### config.mk
export PLATFORM = sky130hd
export DESIGN_NAME = ir_glitch_fill_and_frame_gate_unit
export DESIGN_NICKNAME = d
export VERILOG_FILES = /design/src/rtl/igf_pkg.sv /design/src/rtl/igf_fifo.sv /design/src/rtl/igf_front.sv /design/src/rtl/igf_back.sv /design/src/rtl/ir_glitch_fill_and_frame_gate_unit.sv
export VERILOG_INCLUDE_DIRS = /design/src /design/src/rtl
export SDC_FILE = /design/constraint.sdc
export NUM_CORES = 1
export LEC_CHECK = 0
export ABC_AREA = 1
export BUFFER_PORTS_ARGS = -buffer_cell sky130_fd_sc_hd__buf_4
export CORE_ASPECT_RATIO = 0.6
export CORE_MARGIN = 5
export CORE_UTILIZATION = 38
export CTS_CLUSTER_DIAMETER = 30
export DETAILED_ROUTE_END_ITERATION = 7
export PLACE_DENSITY_LB_ADDON = 0.2
export SKIP_LAST_GASP = 1
export SYNTH_ARGS = -nofsm -noshare
export SYNTH_HDL_FRONTEND = slang
export SYNTH_SLANG_ARGS = --single-unit
### constraint.sdc
create_clock -name clk_i -period 3.4 [get_ports clk_i]
set_clock_uncertainty 0.1 [all_clocks]
set_input_delay 0.68 -clock clk_i [delete_from_list [all_inputs] [get_ports clk_i]]
set_output_delay 0.68 -clock clk_i [all_outputs]
set_load 0.01 [all_outputs]
### src/rtl/ir_glitch_fill_and_frame_gate_unit_defines.svh
// Assertion helpers used by the RTL file igf_back.sv.
`ifndef IR_GLITCH_FILL_AND_FRAME_GATE_UNIT_DEFINES_SVH
`define IR_GLITCH_FILL_AND_FRAME_GATE_UNIT_DEFINES_SVH

`ifndef SYNTHESIS
`define IGF_ASSERT(label, clk, rst_n, prop, msg) \
  label: assert property (@(posedge clk) disable iff (!rst_n) prop) else $error(msg);
`define IGF_ASSERT_NEVER(label, clk, rst_n, prop, msg) \
  label: assert property (@(posedge clk) disable iff (!rst_n) !(prop)) else $error(msg);
`else
`define IGF_ASSERT(label, clk, rst_n, prop, msg)
`define IGF_ASSERT_NEVER(label, clk, rst_n, prop, msg)
`endif

`endif

### src/rtl/igf_pkg.sv
package igf_pkg;

  localparam int GlitchLenDefault = 40;
  localparam int MidDepth         = 2;
  localparam int OutDepth         = 2;

  localparam int StartLenW = 10;
  localparam int EndLenW   = 12;
  localparam int LowRunW   = 11;
  localparam int HighRunW  = 13;
  localparam int CfgIdxW   = 2;
  localparam int CfgDataW  = 12;

  localparam logic [StartLenW-1:0] StartLowLenRst = StartLenW'(198);
  localparam logic [EndLenW-1:0]   EndHighLenRst  = EndLenW'(692);
  localparam logic [LowRunW-1:0]   LowRunMax      = '1;
  localparam logic [HighRunW-1:0]  HighRunMax     = '1;

  // register indexes on the configuration port
  localparam logic [CfgIdxW-1:0] CFG_START_LOW_LEN = CfgIdxW'(0);
  localparam logic [CfgIdxW-1:0] CFG_END_HIGH_LEN  = CfgIdxW'(1);

  // item mode codes
  localparam logic MODE_SAMPLE  = 1'b0;
  localparam logic MODE_RESTART = 1'b1;

  typedef struct packed {
    logic mode;
    logic sample;
  } in_item_t;

  typedef struct packed {
    logic level;
    logic frame_active;
    logic frame_start;
    logic frame_end;
  } out_item_t;

  // front to back: filtered bit or a restart marker
  typedef struct packed {
    logic restart;
    logic fill_bit;
  } mid_item_t;

  typedef struct packed {
    logic                valid;
    logic [CfgIdxW-1:0]  index;
    logic [CfgDataW-1:0] data;
  } cfg_wr_t;

endpackage

### src/rtl/igf_fifo.sv
module igf_fifo #(
  parameter int Width = 2,
  parameter int Depth = 2
) (
  input  logic             clk_i,
  input  logic             rst_ni,
  input  logic             push_i,
  input  logic [Width-1:0] data_i,
  output logic             full_o,
  input  logic             pop_i,
  output logic [Width-1:0] data_o,
  output logic             empty_o
);

  localparam int PtrW = (Depth > 1) ? $clog2(Depth) : 1;
  localparam int CntW = $clog2(Depth + 1);
  localparam logic [PtrW-1:0] LastPtr = PtrW'(Depth - 1);

  logic [Width-1:0] mem_q [Depth];
  logic [PtrW-1:0]  wr_ptr_q, wr_ptr_d, rd_ptr_q, rd_ptr_d;
  logic [CntW-1:0]  cnt_q, cnt_d;
  logic             do_push, do_pop;

  assign full_o  = (cnt_q == CntW'(Depth));
  assign empty_o = (cnt_q == '0);
  assign data_o  = mem_q[rd_ptr_q];
  assign do_push = push_i && !full_o;
  assign do_pop  = pop_i && !empty_o;

  always_comb begin
    wr_ptr_d = wr_ptr_q;
    rd_ptr_d = rd_ptr_q;
    cnt_d    = cnt_q;
    if (do_push) begin
      wr_ptr_d = (wr_ptr_q == LastPtr) ? '0 : wr_ptr_q + 1'b1;
    end
    if (do_pop) begin
      rd_ptr_d = (rd_ptr_q == LastPtr) ? '0 : rd_ptr_q + 1'b1;
    end
    if (do_push && !do_pop) begin
      cnt_d = cnt_q + 1'b1;
    end else if (do_pop && !do_push) begin
      cnt_d = cnt_q - 1'b1;
    end
  end

  always_ff @(posedge clk_i or negedge rst_ni) begin
    if (!rst_ni) begin
      wr_ptr_q <= '0;
      rd_ptr_q <= '0;
      cnt_q    <= '0;
    end else begin
      wr_ptr_q <= wr_ptr_d;
      rd_ptr_q <= rd_ptr_d;
      cnt_q    <= cnt_d;
    end
  end

  always_ff @(posedge clk_i) begin
    if (do_push) begin
      mem_q[wr_ptr_q] <= data_i;
    end
  end

endmodule

### src/rtl/igf_front.sv
module igf_front import igf_pkg::*; #(
  parameter int GlitchLen = GlitchLenDefault
) (
  input  logic      clk_i,
  input  logic      rst_ni,
  input  logic      accept_i,
  input  in_item_t  item_i,
  output mid_item_t mid_o
);

  localparam int RunW = $clog2(GlitchLen + 1);
  localparam logic [RunW-1:0] RunMax = RunW'(GlitchLen);

  // line_q[0] holds the newest sample, line_q[GlitchLen-1] the oldest
  logic [GlitchLen-1:0] line_q, line_d;
  logic [RunW-1:0]      run_q, run_d;
  logic                 open_q, open_d;
  logic                 prev_q, prev_d;
  logic                 do_fill;
  logic                 restart;

  assign restart = (item_i.mode == MODE_RESTART);
  assign do_fill = item_i.sample && open_q && (run_q < RunMax);

  assign mid_o.restart  = restart;
  assign mid_o.fill_bit = line_q[GlitchLen-1];

  always_comb begin
    line_d = line_q;
    run_d  = run_q;
    open_d = open_q;
    prev_d = prev_q;
    if (accept_i) begin
      if (restart) begin
        line_d = '1;
        run_d  = '0;
        open_d = 1'b0;
        prev_d = 1'b1;
      end else begin
        // shift in, overwriting a short low run that just ended
        line_d[0] = item_i.sample;
        for (int j = 1; j < GlitchLen; j++) begin
          line_d[j] = line_q[j-1] | (do_fill && (RunW'(j - 1) < run_q));
        end
        if (item_i.sample) begin
          run_d  = '0;
          open_d = 1'b0;
        end else begin
          if (!open_q && prev_q) begin
            open_d = 1'b1;
          end
          if (run_q < RunMax) begin
            run_d = run_q + 1'b1;
          end
        end
        prev_d = item_i.sample;
      end
    end
  end

  always_ff @(posedge clk_i or negedge rst_ni) begin
    if (!rst_ni) begin
      line_q <= '1;
      run_q  <= '0;
      open_q <= 1'b0;
      prev_q <= 1'b1;
    end else begin
      line_q <= line_d;
      run_q  <= run_d;
      open_q <= open_d;
      prev_q <= prev_d;
    end
  end

endmodule

### src/rtl/igf_back.sv
`include "ir_glitch_fill_and_frame_gate_unit_defines.svh"

module igf_back import igf_pkg::*; (
  input  logic      clk_i,
  input  logic      rst_ni,
  input  cfg_wr_t   cfg_i,
  input  logic      mid_empty_i,
  input  mid_item_t mid_i,
  output logic      mid_pop_o,
  input  logic      res_full_i,
  output logic      res_push_o,
  output out_item_t res_o
);

  logic [StartLenW-1:0] start_len_q;
  logic [EndLenW-1:0]   end_len_q;

  logic                open_q, open_d;
  logic                prev_q, prev_d;
  logic [LowRunW-1:0]  low_q, low_d;
  logic [HighRunW-1:0] high_q, high_d;
  logic                has_res;
  logic                fire;

  always_ff @(posedge clk_i or negedge rst_ni) begin
    if (!rst_ni) begin
      start_len_q <= StartLowLenRst;
      end_len_q   <= EndHighLenRst;
    end else if (cfg_i.valid) begin
      case (cfg_i.index)
        CFG_START_LOW_LEN: start_len_q <= cfg_i.data[StartLenW-1:0];
        CFG_END_HIGH_LEN:  end_len_q   <= cfg_i.data[EndLenW-1:0];
        default: ;
      endcase
    end
  end

  // idle highs and restarts leave no result
  assign has_res    = !mid_i.restart && (open_q || !mid_i.fill_bit);
  assign fire       = !mid_empty_i && (!has_res || !res_full_i);
  assign mid_pop_o  = fire;
  assign res_push_o = fire && has_res;

  always_comb begin
    open_d = open_q;
    prev_d = prev_q;
    low_d  = low_q;
    high_d = high_q;
    res_o.level        = mid_i.fill_bit;
    res_o.frame_start  = 1'b0;
    res_o.frame_end    = 1'b0;
    if (mid_i.restart) begin
      open_d = 1'b0;
      prev_d = 1'b1;
      low_d  = '0;
      high_d = '0;
    end else if (!open_q) begin
      if (mid_i.fill_bit) begin
        prev_d = 1'b1;
        low_d  = '0;
      end else begin
        if (!prev_q && (low_q != LowRunMax)) begin
          low_d = low_q + 1'b1;
        end
        if (low_d > LowRunW'(start_len_q)) begin
          open_d            = 1'b1;
          res_o.frame_start = 1'b1;
        end
        prev_d = 1'b0;
      end
    end else begin
      if (mid_i.fill_bit) begin
        if (prev_q && (high_q != HighRunMax)) begin
          high_d = high_q + 1'b1;
        end
      end else begin
        high_d = '0;
      end
      prev_d = mid_i.fill_bit;
      if (high_d > HighRunW'(end_len_q)) begin
        open_d          = 1'b0;
        high_d          = '0;
        res_o.frame_end = 1'b1;
      end
    end
    res_o.frame_active = open_d;
  end

  always_ff @(posedge clk_i or negedge rst_ni) begin
    if (!rst_ni) begin
      open_q <= 1'b0;
      prev_q <= 1'b1;
      low_q  <= '0;
      high_q <= '0;
    end else if (fire) begin
      open_q <= open_d;
      prev_q <= prev_d;
      low_q  <= low_d;
      high_q <= high_d;
    end
  end

  `IGF_ASSERT(a_start_opens, clk_i, rst_ni, (res_push_o && res_o.frame_start) |-> res_o.frame_active, "frame start without open frame")
  `IGF_ASSERT_NEVER(a_start_end_excl, clk_i, rst_ni, res_push_o && res_o.frame_start && res_o.frame_end, "frame start and end together")
  `IGF_ASSERT(a_idle_high_clear, clk_i, rst_ni, !open_q |-> (high_q == '0), "high run kept while idle")
  `IGF_ASSERT(a_open_from_start, clk_i, rst_ni, $rose(open_q) |-> $past(res_push_o && res_o.frame_start), "frame opened without start mark")

endmodule

### src/rtl/ir_glitch_fill_and_frame_gate_unit.sv
// Channel   Handshake                  Payload
// input     push / full                in_data_i  (mode, sample)
// result    empty / pop                out_data_o (level, frame_active, frame_start, frame_end)
// config    cfg_valid_i / cfg_ready_o  cfg_index_i, cfg_data_i
//
// One item per cycle sustained while the output queue has room; an item goes into the middle
// queue on the accepting edge, then the gate step moves its result into the output queue.
// Rate is set by the gate step and the two-entry queues on each side.
// Reset (async, active low) gives an all-ones glitch line, idle gate and default lengths.
// Restart items and idle highs produce no result. A stalled result side fills the
// output queue, then the middle queue, then raises full. Config is always ready.
module ir_glitch_fill_and_frame_gate_unit import igf_pkg::*; #(
  parameter int GlitchLen = GlitchLenDefault
) (
  input  logic                clk_i,
  input  logic                rst_ni,
  input  logic                push,
  output logic                full,
  input  in_item_t            in_data_i,
  output logic                empty,
  input  logic                pop,
  output out_item_t           out_data_o,
  input  logic                cfg_valid_i,
  output logic                cfg_ready_o,
  input  logic [CfgIdxW-1:0]  cfg_index_i,
  input  logic [CfgDataW-1:0] cfg_data_i
);

  mid_item_t mid_in, mid_out;
  out_item_t res;
  cfg_wr_t   cfg_wr;
  logic      accept;
  logic      mid_empty, mid_pop;
  logic      res_full, res_push;

  assign cfg_ready_o  = 1'b1;
  assign cfg_wr.valid = cfg_valid_i;
  assign cfg_wr.index = cfg_index_i;
  assign cfg_wr.data  = cfg_data_i;
  assign accept       = push && !full;

  igf_front #(
    .GlitchLen(GlitchLen)
  ) u_front (
    .clk_i   (clk_i),
    .rst_ni  (rst_ni),
    .accept_i(accept),
    .item_i  (in_data_i),
    .mid_o   (mid_in)
  );

  igf_fifo #(
    .Width($bits(mid_item_t)),
    .Depth(MidDepth)
  ) u_mid_fifo (
    .clk_i  (clk_i),
    .rst_ni (rst_ni),
    .push_i (accept),
    .data_i (mid_in),
    .full_o (full),
    .pop_i  (mid_pop),
    .data_o (mid_out),
    .empty_o(mid_empty)
  );

  igf_back u_back (
    .clk_i      (clk_i),
    .rst_ni     (rst_ni),
    .cfg_i      (cfg_wr),
    .mid_empty_i(mid_empty),
    .mid_i      (mid_out),
    .mid_pop_o  (mid_pop),
    .res_full_i (res_full),
    .res_push_o (res_push),
    .res_o      (res)
  );

  igf_fifo #(
    .Width($bits(out_item_t)),
    .Depth(OutDepth)
  ) u_out_fifo (
    .clk_i  (clk_i),
    .rst_ni (rst_ni),
    .push_i (res_push),
    .data_i (res),
    .full_o (res_full),
    .pop_i  (pop),
    .data_o (out_data_o),
    .empty_o(empty)
  );

endmodule
==> flow_summary.yaml <==
min_path:
  hold_path.class: "in -> async"
setup_path:
  cp-end-kind: "register"
  cp-start-kind: "register"
  crit_type: "reg -> reg"
  arrival_ns: 3.43
  rrSetupSlack_ns: 0.10
  reg2reg_depth: 22
  r2r_start: "u_back.low_q[0]"
  required_ns: 3.53
  r2r_end: "u_out_fifo.mem_q[1][1]"
  cp_max_fo: 5
clock_tree:
  cts.sinks: 116
  cts.path.max_buffers: 2
  htree_levels: 4
  cts_root_buf: "clkbuf_16"
  cts_tree: "built"
  clkLatencyLatePin_ns: 0.42
  holdBufCountCts: 0
  clk_pin_slew_ns: 0.06
  cts_buffers: 17
layout:
  fin_area_mm2: 0.00770
  layout.cells.non_filler: 1077
  syn2layout_area_growth_pct: 20.5
  fillers: 1581
  drive_gt1_frac: 0.225
  fin_util: 0.471
  nets: 885
  n_antenna_cell: 0
global_route:
  overflow: 0
  grt_use_met2: 0.181
  antenna_found_initial: 0
  grt_usage: 0.167
  gr-usage-met1: 0.298
  met3_usage: 0.0441
  grt-busiest-layer: "met1"
  grt_pass1_wl_mm: 25.9
  grt_pass1_vias: 4746
  grt_max_degree: 50
synthesis:
  async_reset_ff_frac: 0.897
  syn_area_mm2: 0.00639
  syn_inst: 785
  yosysWarnings: 0
  synthTopCellsByArea: "dfstp_2 21%, dfrtp_1 21%, nand2_1 10%"
  synth_ff_type: "dfrtp_1"
  synthDominantCellAreaShare: 0.210
  synth_seq_cells: 116
  avgSynthCellArea_um2: 8.14
  synth_area_leader_cell: "dfstp_2"
  ys_types: 44
  yosysSeqAreaShare: 0.473
  synth-edff-count: 12
  syn-num-nets: 834
floorplanning:
  die_width_um: 177
  placementRows: 36
  ios: 28
  core_area_mm2: 0.0164
  dieArea_mm2: 0.0196
  die_y_um: 110
  start_util: 0.391
placed_design:
  dp.final_hpwl_mm: 11.4
  finalWeightedCongestion: 0.866
  portBuffers: 26
  dpl-instance-area_mm2: 0.00692
  dp.cells: 1036
routing:
  antenna_left: 0
  wl_per_cell_um: 15.0
  wirelength_mm: 16.1
  remaining_drc_errors: 0
  first_pass_iters: 5
  route.detailed.vias_per_inst: 4.82
  vias: 5191
  drt_iter0_drc: 518
sta:
  setup_viol: 0
  fin_crit_ns: 3.30
  fmax_mhz: 303
  min_period_over_period: 0.970
  drv_slew: 0
  worst_pin_slew_ns: 0.768
  slew_headroom: 0.486
  finalSetupTns_ns: 0
  hold_viol_final: 0
  rsz0062_at_grt: "true"
power_and_ir_drop:
  powerDensity_mw_per_mm2: 589
  cellLeakagePower_nw: 3.75
  ir_drop_v: 0.000342
outcome:
  status: "complete, no violations"
flow_run:
  maxCapViolCount: 0
-- worst max-delay path: stages, from the launching register on --
cell,delay (ns)
dfrtp_1,0.43
ha_2,0.23
nand2_2,0.06
nor2_2,0.12
nand2_2,0.08
nor3_4,0.18
nand4_1,0.15
nand2_2,0.16
buf_6,0.12
nor2_4,0.03
xor2_2,0.19
inv_1,0.09
ha_1,0.30
nand2_2,0.05
nor2_2,0.11
nand2_1,0.06
nand2_1,0.06
nand2_1,0.05
nand2_1,0.05
nand2_1,0.04
nand2_1,0.07
nand2_2,0.09
a211oi_4,0.29
-- metal layers --
metal | wire length, um | up-vias
li1 | - | 2632
met1 | 9550 | 2393
met2 | 5480 | 152
met3 | 981 | 14
met4 | 129 | 0
met5 | 0 | -
-- power breakdown --
part	total [mW]	internal, mW	leakage [nW]	switching [mW]
sequential	1.70	1.59	1.33	0.109
combinational	1.15	0.384	2.16	0.762
clock	1.69	0.981	0.258	0.709
total	4.54	2.96	3.75	1.58
-- repair_timing --
item / CTS / global route
endpoints found under the setup margin: 2 / 19
gates cloned: 0 / 1
pin swaps: 0 / 22
gates resized for setup: 1 / 38
buffers inserted: 0 / 8
endpoints found under the hold margin: 0 / 0
-- Yosys cell counts, drive strengths merged (2+ instances only) --
cell and n:
a211oi 2, nor3 15, xnor2 3, o32ai 2
a31oi 2, ha 28, nor2 76, o21ai 63
a32oi 24, edfxtp 12, xor2 17, clkbuf 9
o21a 2, dfrtp 53, a21oi 28, buf 8
o22ai 7, nand3 27, inv 161, a221oi 2
nand4 7, a22oi 2, dfstp 51, a2111oi 3
nand2 174
-- through the flow --
| stage | hold WS (ns) | power, mW | setup slack, ns |
|---|---|---|---|
| 2_1_floorplan | 0.284 | 2.44 | 0.328 |
| 3_3_place_gp | 0.362 | 2.79 | 0.0303 |
| 3_5_place_dp | 0.362 | 2.80 | -0.0135 |
| 4_1_cts | 0.231 | 4.51 | 0.0406 |
| 5_1_grt | 0.260 | 4.80 | -0.112 |
| 6_report | 0.209 | 4.54 | 0.103 |
-- state kept, by name (all words and copies together) (netlist names), 4 cells and up --
signal	flops
u_back.end_len_q	12
u_front.line_q	40
u_back.start_len_q	10
u_mid_fifo.mem_q	4
u_back.low_q	11
u_front.run_q	6
u_out_fifo.mem_q	8
u_back.high_q	13
-- kinds of logic (layout without fill, tap and decap cells) --
| logic type | count (synthesis) | in the layout | share of synthesized area |
|---|---|---|---|
| AND/OR/NAND/NOR | 302 | 302 | 0.200 |
| buffers and inverters | 178 | 242 | 0.107 |
| AO/OA/AOI/OAI | 140 | 140 | 0.137 |
| flip-flops | 116 | 116 | 0.473 |
| adder cells (fa/ha/maj) | 28 | 28 | 0.0548 |
| XOR/XNOR | 20 | 20 | 0.0274 |
| other | 1 | 1 | 0.000587 |
-- worst max-delay path by stage --
stage | from | endpoint | slack (ns) | depth (start not counted)
after global routing | u_back.low_q[0] | u_out_fifo.mem_q[1][2] | -0.11 | 24
after floorplan | u_back.high_q[0] | u_out_fifo.mem_q[0][0] | 0.33 | 17
final | u_back.low_q[0] | u_out_fifo.mem_q[1][1] | 0.10 | 22
after CTS | u_back.high_q[1] | u_out_fifo.mem_q[1][0] | 0.04 | 23
after detailed placement | u_back.high_q[1] | u_out_fifo.mem_q[1][0] | -0.01 | 23
after global placement | u_back.high_q[1] | u_out_fifo.mem_q[1][0] | 0.03 | 23
-- layout make-up --
cell class,count,area [um2],area share
Inverter,161,609,0.0791
Clock buffer,19,454,0.0589
Tap cell,228,285,0.0370
Timing Repair Buffer,48,377,0.0489
Sequential cell,116,3030,0.393
Timing Repair inverter,1,5.00,0.000650
Multi-Input combinational cell,491,2850,0.370
Clock inverter,13,98.8,0.0128
-- cells in the final DEF, fill, tap and decap left out, types with 10 or more instances in the layout --
master | netlist | routed
xor2_1 | 17 | 15
o21ai_0 | 53 | 53
a32oi_1 | 24 | 24
buf_4 | 1 | 46
edfxtp_1 | 12 | 12
inv_2 | 13 | 13
nor3_1 | 12 | 12
a21oi_1 | 28 | 26
nand2_2 | 2 | 10
nand2_1 | 172 | 162
inv_1 | 148 | 147
clkbuf_16 | 0 | 18
nor2_1 | 68 | 62
ha_1 | 28 | 23
nand3_1 | 27 | 26
dfrtp_1 | 53 | 53
dfstp_2 | 51 | 51
Note: power is estimated with default switching activity, not from simulation.
